### src/design/drtr_pkg.sv
`default_nettype none

package drtr_pkg;

   // result queue geometry
   localparam int RSP_DEPTH = 4;
   localparam int RSP_PTR_W = $clog2(RSP_DEPTH);
   localparam int RSP_CNT_W = $clog2(RSP_DEPTH + 1);

   // result status codes
   localparam logic [1:0] ST_BYTE  = 2'd0;
   localparam logic [1:0] ST_CLOSE = 2'd1;
   localparam logic [1:0] ST_ERROR = 2'd2;

   // text kind codes
   localparam logic [1:0] KIND_PATTERN = 2'd0;
   localparam logic [1:0] KIND_REPL    = 2'd1;
   localparam logic [1:0] KIND_TRANS   = 2'd2;

   // one result item
   typedef struct packed {
      logic [7:0] data;
      logic [1:0] status;
      logic       last;
   } res_type;

   // everything one script byte produces: zero, one or two results
   typedef struct packed {
      logic [1:0] count;
      res_type    first;
      res_type    second;
   } step_type;

endpackage : drtr_pkg

`default_nettype wire

### src/design/delimited_regex_text_reader.sv
`default_nettype none

// Reads one delimited string of a sed script, one byte per item, and returns the
// rewritten string as a stream of result items: a byte, the closing delimiter
// mark, or an unterminated-string error. An item passes the input register,
// then the scan logic writes its results into the result queue. A new item is
// taken every cycle while the queue has room for a pair, and results drain at
// one per cycle while rsp_stall is low; an item that yields two results (kept
// escape or re-escaped delimiter) pushes two entries while the single read port
// of the four-entry result queue pops one. Delimiter (reset '/') and text kind
// (0 regex, 1 replacement, 2 translation) sit at byte addresses 0 and 4 and are
// to be written only while the block is idle.
module delimited_regex_text_reader (
   input  wire logic        clock,
   input  wire logic        reset,
   // input items
   input  wire logic        req_valid,
   output logic             req_stall,
   input  wire logic [7:0]  req_in_byte,
   // result items
   output logic             rsp_valid,
   input  wire logic        rsp_stall,
   output logic [7:0]       rsp_out_byte,
   output logic [1:0]       rsp_status,
   output logic             rsp_last,
   // register port
   input  wire logic        csr_psel,
   input  wire logic        csr_penable,
   input  wire logic        csr_pwrite,
   input  wire logic [2:0]  csr_paddr,
   input  wire logic [31:0] csr_pwdata,
   output logic [31:0]      csr_prdata,
   output logic             csr_pready
);
   import drtr_pkg::*;

   localparam logic       REG_DELIMITER = 1'b0;
   localparam logic       REG_TEXT_KIND = 1'b1;
   localparam logic [7:0] DELIM_RESET   = 8'd47;
   localparam logic [1:0] KIND_RESET    = KIND_PATTERN;

   logic       in_valid_ff, in_valid_in;
   logic [7:0] in_byte_ff;
   logic [7:0] delimiter_ff;
   logic [1:0] text_kind_ff;
   logic       advance;
   logic       load;
   logic       fifo_room;
   logic       csr_write;
   step_type   step;
   res_type    head;

   // register port
   assign csr_pready = 1'b1;
   assign csr_write  = csr_psel && csr_penable && csr_pwrite && csr_pready;

   always_comb begin
      unique case (csr_paddr[2])
         REG_DELIMITER: csr_prdata = {24'd0, delimiter_ff};
         REG_TEXT_KIND: csr_prdata = {30'd0, text_kind_ff};
      endcase
   end

   always_ff @(posedge clock) begin
      if (reset) begin
         delimiter_ff <= DELIM_RESET;
         text_kind_ff <= KIND_RESET;
      end else if (csr_write) begin
         unique case (csr_paddr[2])
            REG_DELIMITER: delimiter_ff <= csr_pwdata[7:0];
            REG_TEXT_KIND: text_kind_ff <= csr_pwdata[1:0];
         endcase
      end
   end

   // input register: held item moves on once the queue can take a pair
   assign advance     = in_valid_ff && fifo_room;
   assign req_stall   = in_valid_ff && !fifo_room;
   assign load        = req_valid && !req_stall;
   assign in_valid_in = load || (in_valid_ff && !advance);

   always_ff @(posedge clock) begin
      if (reset) begin
         in_valid_ff <= 1'b0;
      end else begin
         in_valid_ff <= in_valid_in;
      end
   end

   always_ff @(posedge clock) begin
      if (load) begin
         in_byte_ff <= req_in_byte;
      end
   end

   drtr_scan u_scan (
      .clock     (clock),
      .reset     (reset),
      .step_en   (advance),
      .step_byte (in_byte_ff),
      .delimiter (delimiter_ff),
      .text_kind (text_kind_ff),
      .step_out  (step)
   );

   drtr_rsp_fifo u_rsp_fifo (
      .clock     (clock),
      .reset     (reset),
      .push_en   (advance),
      .push_step (step),
      .pop       (rsp_valid && !rsp_stall),
      .room      (fifo_room),
      .not_empty (rsp_valid),
      .head      (head)
   );

   assign rsp_out_byte = head.data;
   assign rsp_status   = head.status;
   assign rsp_last     = head.last;

endmodule : delimited_regex_text_reader

`default_nettype wire

### src/design/drtr_scan.sv
`default_nettype none

module drtr_scan (
   input  wire logic              clock,
   input  wire logic              reset,
   input  wire logic              step_en,
   input  wire logic [7:0]        step_byte,
   input  wire logic [7:0]        delimiter,
   input  wire logic [1:0]        text_kind,
   output drtr_pkg::step_type     step_out
);
   import drtr_pkg::*;

   // scan modes
   localparam logic [2:0] MODE_PLAIN     = 3'd0;
   localparam logic [2:0] MODE_ESC       = 3'd1;
   localparam logic [2:0] MODE_BR_START  = 3'd2;
   localparam logic [2:0] MODE_BR_NEG    = 3'd3;
   localparam logic [2:0] MODE_BR_BODY   = 3'd4;
   localparam logic [2:0] MODE_BR_OPEN   = 3'd5;
   localparam logic [2:0] MODE_CLASS     = 3'd6;
   localparam logic [2:0] MODE_CLASS_END = 3'd7;

   // class element openers
   localparam logic [1:0] OPEN_NONE  = 2'd0;
   localparam logic [1:0] OPEN_COLON = 2'd1;
   localparam logic [1:0] OPEN_EQUAL = 2'd2;
   localparam logic [1:0] OPEN_DOT   = 2'd3;

   // characters of interest
   localparam logic [7:0] CH_NUL   = 8'h00;
   localparam logic [7:0] CH_TAB   = 8'h09;
   localparam logic [7:0] CH_NL    = 8'h0A;
   localparam logic [7:0] CH_BANG  = 8'h21;
   localparam logic [7:0] CH_AMP   = 8'h26;
   localparam logic [7:0] CH_DOT   = 8'h2E;
   localparam logic [7:0] CH_COLON = 8'h3A;
   localparam logic [7:0] CH_EQUAL = 8'h3D;
   localparam logic [7:0] CH_LBR   = 8'h5B;
   localparam logic [7:0] CH_BSL   = 8'h5C;
   localparam logic [7:0] CH_RBR   = 8'h5D;
   localparam logic [7:0] CH_CARET = 8'h5E;
   localparam logic [7:0] CH_N     = 8'h6E;
   localparam logic [7:0] CH_T     = 8'h74;

   // bytes with a meaning of their own in regex syntax
   function automatic logic is_special(input logic [7:0] b);
      unique case (b)
         8'h2E, 8'h5B, 8'h5D, 8'h2A, 8'h5E, 8'h24, 8'h5C,
         8'h2B, 8'h3F, 8'h28, 8'h29, 8'h7B, 8'h7D, 8'h7C: is_special = 1'b1;
         default:                                          is_special = 1'b0;
      endcase
   endfunction

   // next mode inside a bracket body
   function automatic logic [2:0] body_mode(input logic [7:0] b);
      priority if (b == CH_RBR) begin
         body_mode = MODE_PLAIN;
      end else if (b == CH_LBR) begin
         body_mode = MODE_BR_OPEN;
      end else begin
         body_mode = MODE_BR_BODY;
      end
   endfunction

   logic [2:0] mode_ff, mode_in;
   logic [1:0] opener_ff, opener_in;
   logic [7:0] opener_char;
   logic [7:0] d0, d1;
   logic [1:0] s0;
   logic [1:0] cnt;
   logic       err;
   logic       esc_special;
   logic [2:0] class_mode;

   // character that closes the current class element
   always_comb begin
      unique case (opener_ff)
         OPEN_NONE:  opener_char = CH_NUL;
         OPEN_COLON: opener_char = CH_COLON;
         OPEN_EQUAL: opener_char = CH_EQUAL;
         OPEN_DOT:   opener_char = CH_DOT;
      endcase
   end

   assign class_mode  = (step_byte == opener_char) ? MODE_CLASS_END : MODE_CLASS;
   assign esc_special = ((text_kind == KIND_PATTERN) && is_special(step_byte)) ||
                        ((text_kind == KIND_REPL) && (step_byte == CH_AMP));
   // after a backslash only NUL is fatal; elsewhere NUL and newline are
   assign err = (mode_ff == MODE_ESC) ? (step_byte == CH_NUL)
                                      : ((step_byte == CH_NUL) || (step_byte == CH_NL));

   // decide the results and next mode for this byte
   always_comb begin
      mode_in   = mode_ff;
      opener_in = opener_ff;
      cnt       = 2'd1;
      d0        = step_byte;
      d1        = step_byte;
      s0        = ST_BYTE;
      if (err) begin
         d0        = CH_NUL;
         s0        = ST_ERROR;
         mode_in   = MODE_PLAIN;
         opener_in = OPEN_NONE;
      end else begin
         unique case (mode_ff)
            MODE_PLAIN: begin
               priority if (step_byte == delimiter) begin
                  d0 = CH_NUL;
                  s0 = ST_CLOSE;
               end else if (step_byte == CH_BSL) begin
                  cnt     = 2'd0;
                  mode_in = MODE_ESC;
               end else if ((step_byte == CH_LBR) && (text_kind == KIND_PATTERN)) begin
                  mode_in = MODE_BR_START;
               end else begin
                  cnt = 2'd1;
               end
            end
            MODE_ESC: begin
               mode_in = MODE_PLAIN;
               priority if (step_byte == delimiter) begin
                  if (esc_special) begin
                     cnt = 2'd2;
                     d0  = CH_BSL;
                  end
               end else if ((step_byte == CH_N) || (step_byte == CH_NL)) begin
                  d0 = CH_NL;
               end else if (step_byte == CH_T) begin
                  d0 = CH_TAB;
               end else if (text_kind == KIND_TRANS) begin
                  cnt = 2'd1;
               end else begin
                  cnt = 2'd2;
                  d0  = CH_BSL;
               end
            end
            MODE_BR_START: begin
               priority if ((step_byte == CH_CARET) || (step_byte == CH_BANG)) begin
                  mode_in = MODE_BR_NEG;
               end else if (step_byte == CH_RBR) begin
                  mode_in = MODE_BR_BODY;
               end else begin
                  mode_in = body_mode(step_byte);
               end
            end
            MODE_BR_NEG: begin
               mode_in = (step_byte == CH_RBR) ? MODE_BR_BODY : body_mode(step_byte);
            end
            MODE_BR_BODY: begin
               mode_in = body_mode(step_byte);
            end
            MODE_BR_OPEN: begin
               priority if (step_byte == CH_COLON) begin
                  mode_in   = MODE_CLASS;
                  opener_in = OPEN_COLON;
               end else if (step_byte == CH_EQUAL) begin
                  mode_in   = MODE_CLASS;
                  opener_in = OPEN_EQUAL;
               end else if (step_byte == CH_DOT) begin
                  mode_in   = MODE_CLASS;
                  opener_in = OPEN_DOT;
               end else begin
                  mode_in = body_mode(step_byte);
               end
            end
            MODE_CLASS: begin
               mode_in = class_mode;
            end
            MODE_CLASS_END: begin
               if (step_byte == CH_RBR) begin
                  mode_in   = MODE_BR_BODY;
                  opener_in = OPEN_NONE;
               end else begin
                  mode_in = class_mode;
               end
            end
         endcase
      end
   end

   // pack results; the final one carries last
   always_comb begin
      step_out.count         = cnt;
      step_out.first.data    = d0;
      step_out.first.status  = s0;
      step_out.first.last    = (cnt == 2'd1);
      step_out.second.data   = d1;
      step_out.second.status = ST_BYTE;
      step_out.second.last   = 1'b1;
   end

   // scan state
   always_ff @(posedge clock) begin
      if (reset) begin
         mode_ff   <= MODE_PLAIN;
         opener_ff <= OPEN_NONE;
      end else if (step_en) begin
         mode_ff   <= mode_in;
         opener_ff <= opener_in;
      end
   end

`ifndef ASSERT_OFF
   // an opener is remembered exactly while inside a class element
   a_opener_in_class: assert property (@(posedge clock) disable iff (reset)
      ((mode_ff == MODE_CLASS) || (mode_ff == MODE_CLASS_END)) == (opener_ff != OPEN_NONE))
      else $error("class opener out of step with scan mode");

   // a pair of results is always two plain bytes
   a_pair_is_bytes: assert property (@(posedge clock) disable iff (reset)
      (step_en && (step_out.count == 2'd2)) |-> (step_out.first.status == ST_BYTE))
      else $error("two results with a non-byte status");
`endif

endmodule : drtr_scan

`default_nettype wire

### src/design/drtr_rsp_fifo.sv
`default_nettype none

module drtr_rsp_fifo (
   input  wire logic              clock,
   input  wire logic              reset,
   input  wire logic              push_en,
   input  drtr_pkg::step_type     push_step,
   input  wire logic              pop,
   output logic                   room,
   output logic                   not_empty,
   output drtr_pkg::res_type      head
);
   import drtr_pkg::*;

   localparam logic [RSP_CNT_W-1:0] ROOM_MAX = RSP_CNT_W'(RSP_DEPTH - 2);

   res_type                mem_ff [RSP_DEPTH];
   logic [RSP_PTR_W-1:0]   wr_ptr_ff, wr_ptr_in;
   logic [RSP_PTR_W-1:0]   rd_ptr_ff, rd_ptr_in;
   logic [RSP_CNT_W-1:0]   count_ff, count_in;
   logic [1:0]             push_cnt;
   logic [RSP_PTR_W-1:0]   wr_ptr_next;

   assign push_cnt    = push_en ? push_step.count : 2'd0;
   assign wr_ptr_next = wr_ptr_ff + RSP_PTR_W'(1);
   assign wr_ptr_in   = wr_ptr_ff + RSP_PTR_W'(push_cnt);
   assign rd_ptr_in   = rd_ptr_ff + RSP_PTR_W'(pop);
   assign count_in    = count_ff + RSP_CNT_W'(push_cnt) - RSP_CNT_W'(pop);

   // room for a full pair of results
   assign room      = (count_ff <= ROOM_MAX);
   assign not_empty = (count_ff != '0);
   assign head      = mem_ff[rd_ptr_ff];

   // storage
   always_ff @(posedge clock) begin
      if (push_cnt != 2'd0) begin
         mem_ff[wr_ptr_ff] <= push_step.first;
      end
      if (push_cnt == 2'd2) begin
         mem_ff[wr_ptr_next] <= push_step.second;
      end
   end

   // pointers and fill level
   always_ff @(posedge clock) begin
      if (reset) begin
         wr_ptr_ff <= '0;
         rd_ptr_ff <= '0;
         count_ff  <= '0;
      end else begin
         wr_ptr_ff <= wr_ptr_in;
         rd_ptr_ff <= rd_ptr_in;
         count_ff  <= count_in;
      end
   end

`ifndef ASSERT_OFF
   // level never passes the depth
   a_no_overflow: assert property (@(posedge clock) disable iff (reset)
      count_ff <= RSP_CNT_W'(RSP_DEPTH))
      else $error("result queue overflow");

   // a push only lands when a pair still fits
   a_push_fits: assert property (@(posedge clock) disable iff (reset)
      (push_cnt != 2'd0) |-> room)
      else $error("push into a full result queue");
`endif

endmodule : drtr_rsp_fifo

`default_nettype wire
### config.mk
export PLATFORM = sky130hd
export DESIGN_NAME = delimited_regex_text_reader
export DESIGN_NICKNAME = d
export VERILOG_FILES = /design/src/design/drtr_pkg.sv /design/src/design/delimited_regex_text_reader.sv /design/src/design/drtr_scan.sv /design/src/design/drtr_rsp_fifo.sv
export SDC_FILE = /design/constraint.sdc
export NUM_CORES = 1
export LEC_CHECK = 0
export ABC_AREA = 1
export BUFFER_PORTS_ARGS = -buffer_cell sky130_fd_sc_hd__buf_2
export CAP_MARGIN = 20
export CORE_MARGIN = 3
export CORE_UTILIZATION = 50
export DETAILED_ROUTE_END_ITERATION = 8
export GPL_TIMING_DRIVEN = 0
export PLACE_DENSITY = 0.74
export SETUP_SLACK_MARGIN = 0.1
export SLEW_MARGIN = 40
export SYNTH_ARGS = -nofsm -noshare
export SYNTH_HDL_FRONTEND = slang
export SYNTH_SLANG_ARGS = --single-unit
### constraint.sdc
create_clock -name clock -period 3.1 [get_ports clock]
set_input_delay 0.465 -clock clock [delete_from_list [all_inputs] [get_ports clock]]
set_output_delay 0.465 -clock clock [all_outputs]
set_load 0.02 [all_outputs]
# ---- After elaboration in Yosys (flattened, before gate mapping)
# Memory sizes are Yosys's and may differ from the RTL's. A register that Yosys moved wholly into a read port is not among the register bits.
# Cells that the tools add are included.
dict set report op_classes {
  n_eq_ne 41
  addsub 5
  n_mux 50
  n_bitwise 1
  reduce_logical 31
  n_lt_le_gt_ge 1
}
# cell count
set ops {}
lappend ops {{8-bit by 6-bit == test with 1-bit output (second input constant)} 11}
lappend ops {{8-bit by 7-bit == test with 1-bit output (second input constant)} 9}
lappend ops {{32-bit case mux with 2 select lines} 1}
lappend ops {{8-bit 2-to-1 mux} 7}
lappend ops {{3-bit 2-to-1 mux} 11}
lappend ops {{2-bit 2-to-1 mux} 16}
lappend ops {{8-bit case mux with 4 select lines} 1}
lappend ops {{3-bit case mux with 8 select lines} 1}
lappend ops {{8-bit == test} 2}
lappend ops {{8-bit case mux with 2 select lines} 1}
lappend ops {{14-bit OR reduction} 1}
lappend ops {{3-bit == test (second input constant)} 4}
lappend ops {{1-bit logical AND} 10}
lappend ops {{1-bit 2-to-1 mux} 10}
lappend ops {{2-bit == test (second input constant)} 4}
lappend ops {{8-bit by 4-bit == test with 1-bit output (second input constant)} 1}
lappend ops {{8-bit logical NOT} 1}
lappend ops {{2-bit case mux with 2 select lines} 2}
lappend ops {{2-bit by 1-bit == test with 1-bit output (second input constant)} 3}
lappend ops {{3-bit by 2-bit == test with 1-bit output (second input constant)} 2}
lappend ops {{3-bit nonzero test} 2}
lappend ops {{1-bit logical OR} 5}
lappend ops {{5-bit by 1-bit != test with 1-bit output (second input constant)} 1}
lappend ops {{1-bit logical NOT} 4}
lappend ops {{other kinds (17)} 19}
dict set report totals {
  n_memories 1
  in_bits 50
  ramBits 44
  out_inout_bits 46
  ff_bits 31
}
# name words width rd rd_ports_with_merged_regs wr line_no
set mem_list {}
lappend mem_list {u_rsp_fifo.mem_ff 4 11 1 1 2 drtr_rsp_fifo.sv:17} ;# res_type mem_ff [RSP_DEPTH];

# ---- Depth between registers and ports, before layout
dict set report depth {
  word_depth 13
  depth_mapped 20
  depth_no_buf 20
}

# ---- By module
# Synthesis repeated with hierarchy kept, for this count alone.
dict set report unflattened {
  cells_unflattened 714
  hier_area_um2 5291.3
}
# mod area_per_inst_um2 cells_per_inst n_inst
set modules_own_cells {}
lappend modules_own_cells {drtr_rsp_fifo 2707.6 292 1}
lappend modules_own_cells {drtr_scan 1591.5 298 1}
lappend modules_own_cells {delimited_regex_text_reader 992.2 124 1}

# ---- Least setup slack after synthesis
# OpenSTA, ideal clock, no wires.
dict set report synth_path {
  path_type {reg-to-reg}
  from {reg in_byte_ff[1]}
  to {reg u_rsp_fifo.count_ff[2]}
  path_buffers 1
  required_ns 2.980
  arrival_time_ns 2.504
  setup_slack_ns 0.476
  path_stages_with_launch 19
  path_cell_list {edfxtp_1 > buf_2 > nor3_1 > nand2_2 > nand2_1 > nor2_1 > nand2_1 > nand2_1 > nand2_2 > nand2_1 > nand2_2 > nand2_4 > nand2_4 > inv_1 > ha_1 > fa_1 > xor2_1 > o21ai_0 > a21oi_1}
}
dict set report synth_between {
  elab_chain_cells 12
}
# element line_no
set synth_lines {}
lappend synth_lines {{start, declared} delimited_regex_text_reader.sv:43} ;# logic [7:0] in_byte_ff;
lappend synth_lines {{start signal, assigned} delimited_regex_text_reader.sv:92} ;# in_byte_ff <= req_in_byte;
lappend synth_lines {{8-bit by 6-bit == test with 1-bit output, or another cell as far along} drtr_scan.sv:48} ;# unique case (b)
lappend synth_lines {{14-bit OR reduction} drtr_scan.sv:48}
lappend synth_lines {{1-bit 2-to-1 mux} drtr_scan.sv:48}
lappend synth_lines {{1-bit logical AND} drtr_scan.sv:87} ;# assign esc_special = ((text_kind == KIND_PATTERN) && is_special(step_byte)) ||
lappend synth_lines {{1-bit logical OR} drtr_scan.sv:87}
lappend synth_lines {{2-bit 2-to-1 mux} drtr_scan.sv:124} ;# if (esc_special) begin
lappend synth_lines {{2-bit 2-to-1 mux} drtr_scan.sv:123} ;# priority if (step_byte == delimiter) begin
lappend synth_lines {{2-bit case mux with 2 select lines} drtr_scan.sv:107} ;# unique case (mode_ff)
lappend synth_lines {{2-bit 2-to-1 mux (*)} drtr_scan.sv:101} ;# if (err) begin
lappend synth_lines {{2-bit 2-to-1 mux (*)} drtr_rsp_fifo.sv:24} ;# assign push_cnt = push_en ? push_step.count : 2'd0;
lappend synth_lines {{3-bit by 2-bit adder with 3-bit output (*)} drtr_rsp_fifo.sv:28} ;# assign count_in = count_ff + RSP_CNT_W'(push_cnt) - RSP_CNT_W'(pop);
lappend synth_lines {{3-bit by 1-bit subtractor with 3-bit output (*)} drtr_rsp_fifo.sv:28}
lappend synth_lines {{end signal, assigned} drtr_rsp_fifo.sv:54} ;# count_ff <= count_in;
lappend synth_lines {{end, declared} drtr_rsp_fifo.sv:20} ;# logic [RSP_CNT_W-1:0] count_ff, count_in;
# Mark *: on every way between the ends. The rest lies on a longest branch, timed or not.
# A chain may end at the register's enable or synchronous reset.

# ---- Worst setup path in the final report
dict set report layout_path {
  from {reg in_byte_ff[6]}
  to {reg u_rsp_fifo.count_ff[2]}
}
# Same word-level chain as after synthesis.

==> out/qor.csv <==
metric;value;unit
RSZ-0062 raised after global routing;no;
Tmin final;2.818;ns
H-Tree Depth;3;
Worst-path clk slew;0.08;ns
max cap viols;0;
vias in the first global route;4252;
register share of total power;0.390;
Core Area;8976;um^2
worst vdd ir;0.3068;mV
initial antenna violation count;0;
P_leak;2.521;nW
Int Pwr;1.973;mW
maximum fanout along the worst path;7;
largest net degree at the start of global routing;15;
cell accounting for the most synthesized area;edfxtp_1;
Post-synth EDFFs;40;
Hold Path Stages;1;
asr flop ratio synth;0;
clk_lat worst skew;0.37;ns
period utilisation layout;0.9091;
starting density of the core;0.5279;
net switching power;1.183;mW
Syn Inst Count;634;
Final Hold Fails;0;
post-synthesis register bit count;75;
Critical Path Slowest Stage Cell;edfxtp_1;
most numerous cell in the Yosys netlist;nand2_1;
Die Span Y;103.3;um
Critical R2R Capture;u_rsp_fifo.count_ff[2]$_SDFF_PP0_;
highest clock rate;354.9;MHz
DIE AREA;10680;um^2
clk sinks;75;
Worst Setup End Kind;flip-flop;
hold slack;0.2683;ns
clock root buffer;clkbuf_8;
Largest stage delay, worst path;0.44;ns
CTS Buf Count;9;
fin util;0.6264;
Slew Viols, Final;0;
sequential area share after synthesis;0.4014;
DR vias/cell;5.334;
first-pass GRT wire length;20210;um
gr ovfl total;0;
setup TNS;0;ns
Antenna diodes;0;
port bufs;43;
worst hold start;req_in_byte[7];
# nets final;785;
area grow syn2layout;18.67;%
Setup CP Type;reg2reg;
Final ANT Viol Nets;0;
logic gate share of total power;0.337;
Reg-to-Reg Start;in_byte_ff[6]$_DFFE_PP_;
Initial DRC Count;294;
Distinct cells, synth;41;
Slew Limit Headroom;0.6226;
Critical Path RT;3.40;ns
Most used DFF post-synth;edfxtp_1;
hold crit path type;in2reg;
Vias;4571;
Synth top cells by count;nand2_1, nor2_1, o21ai_0;
die width;103.3;um
Sw Ratio;0.3747;
Power Density;561.2;nW/um^2
Post-Syn Area per Cell;7.474;um^2
Cell Area, Synth;4738;um^2
yosys warns;0;
final-report setup violation count;0;
Synth top area share;0.2535;
FP Rows;34;
Reg2Reg Setup Slack;0.28;ns
Clock Power Share;0.273;
CP startpoint kind;flip-flop;
Area contributors post-synth;edfxtp_1, dfxtp_1, nand2_1, o21ai_0, nor2_1;
status;completed;
ratio of cells with drive above 1 in the final layout;0.2312;
Initial DRT Pass Iterations;6;
WL/cell;15.03;um
post-DP HPWL;9572;um
crit path DAT;3.12;ns
GRT Overall Usage;0.2450;
routability-driven placement congestion ratio;0.9865;
Clock Tree Buf Depth;2;
clk_skew;0.004823;ns
Remaining DRCs;0;
WL final;12880;um
CTS tree;done;
CP Cell Sequence;buf_6, inv_2, nand2_4, nor2_4, nand2_2, nand2_1, nor2_1, nand2_1, nand2_1, nand2_4, nand2_1, nand2_2, nand2_4, nand2_4, inv_1, ha_1, fa_2, xor2_1, o21ai_1, a21oi_1;
Worst Reg2Reg Path Length in Cells;20;
Tightest Pin Transition;0.5640;ns
Worst Hold End;in_byte_ff[7]$_DFFE_PP_;
# IOs;96;
## worst max-delay path, delay by kind of cell, from the launching register on
kind,cells,cell delay (ns)
and+or+nand+nor,12,1.04
adders and majority gates,2,0.54
DFF,1,0.44
buffers and inverters,3,0.32
AOI/OAI and AO/OA,2,0.21
xor gates and xnor gates,1,0.20
## state kept, by name (all words and copies together) (netlist names)
| name | flops |
|---|---|
| u_rsp_fifo.count_ff | 3 |
| u_rsp_fifo.rd_ptr_ff | 2 |
| u_scan.opener_ff | 2 |
| u_rsp_fifo.wr_ptr_ff | 2 |
| text_kind_ff | 2 |
| delimiter_ff | 8 |
| u_rsp_fifo.mem_ff | 44 |
| in_byte_ff | 8 |
| u_scan.mode_ff | 3 |
| in_valid_ff | 1 |
## through the flow
| step | setup slack [ns] | total power, mW | instance area (um^2) | instances |
|---|---|---|---|---|
| 2_1_floorplan | 0.4762 | 1.960 | 4825 | 657 |
| 3_3_place_gp | 0.04854 | 2.239 | 5197 | 826 |
| 3_5_place_dp | 0.03113 | 2.267 | 5197 | 826 |
| 4_1_cts | 0.1117 | 3.112 | 5433 | 843 |
| 5_1_grt | 0.1085 | 3.326 | 5623 | 857 |
| 6_report | 0.2819 | 3.156 | 5623 | 857 |
## cell families after synthesis
logic type	count (synthesis)	synth area share
AOI/OAI and AO/OA	138	0.1611
and+or+nand+nor	287	0.2767
DFF	75	0.4014
other	2	0.001585
adders and majority gates	9	0.02535
buffers and inverters	119	0.1265
xor gates and xnor gates	4	0.007395
## cell usage in the layout, fill, tap and decap left out, types with 9 or more instances in the layout
cell      count
dfxtp_1      35
nand2_2      15
o21ai_1      18
clkbuf_8      9
inv_1        54
buf_4        42
a21oi_1      24
nand3_1      40
edfxtp_1     40
nor2_1       66
buf_2        46
o22ai_1      19
clkbuf_1     11
nand2_1     122
o21ai_0      58
inv_2         9
nor3_1       10
conb_1       25
## worst max path at each step
stage,start,to,slack [ns]
after global routing,in_byte_ff[6]$_DFFE_PP_,u_rsp_fifo.mem_ff[2][8]$_DFFE_PP_,0.11
final,in_byte_ff[6]$_DFFE_PP_,u_rsp_fifo.count_ff[2]$_SDFF_PP0_,0.28
after global placement,in_byte_ff[7]$_DFFE_PP_,u_rsp_fifo.count_ff[2]$_SDFF_PP0_,0.05
after floorplan,in_byte_ff[1]$_DFFE_PP_,u_rsp_fifo.count_ff[2]$_SDFF_PP0_,0.48
after CTS,in_byte_ff[6]$_DFFE_PP_,u_rsp_fifo.count_ff[2]$_SDFF_PP0_,0.11
after detailed placement,in_byte_ff[7]$_DFFE_PP_,u_rsp_fifo.count_ff[2]$_SDFF_PP0_,0.03
## power groups by stage
stage | clock network (mW) | logic [mW] | registers [mW]
after CTS | 0.862 | 1.02 | 1.23
after detailed placement | 0 | 1.01 | 1.25
after floorplan | 0 | 0.736 | 1.22
final | 0.862 | 1.06 | 1.23
after global placement | 0 | 0.990 | 1.25
after global routing | 0.915 | 1.17 | 1.24
## final cells by class
cell class,count,area [um^2]
inverters,68,267.8
well taps,126,157.7
clock buffers,9,123.9
plain buffers,51,364.1
clock inverters,7,98.84
multi-input cells,463,2381
flip-flops and latches,75,1902
fillers,840,3353
repair buffers,58,327.8
## repair_timing
| action | in CTS | in global routing |
|---|---|---|
| hold buffers | 0 | 0 |
| setup buffers | 1 | 14 |
| pin swaps | 1 | 4 |
| gates cloned | 0 | 0 |
| hold endpoints to repair | 0 | 0 |
| resized for setup | 1 | 29 |
| setup endpoints to repair | 9 | 9 |
## layer usage
| layer | track usage | vias up | share of wire |
|---|---|---|---|
| met2 | 0.4407 | 188 | 0.51 |
| li1 | - | 2258 | - |
| met4 | 0.09064 | 0 | 0.024 |
| met5 | 0 | - | 0 |
| met1 | 0.2894 | 2097 | 0.40 |
| met3 | 0.04494 | 28 | 0.071 |
Power figures use the tool's default switching activity.
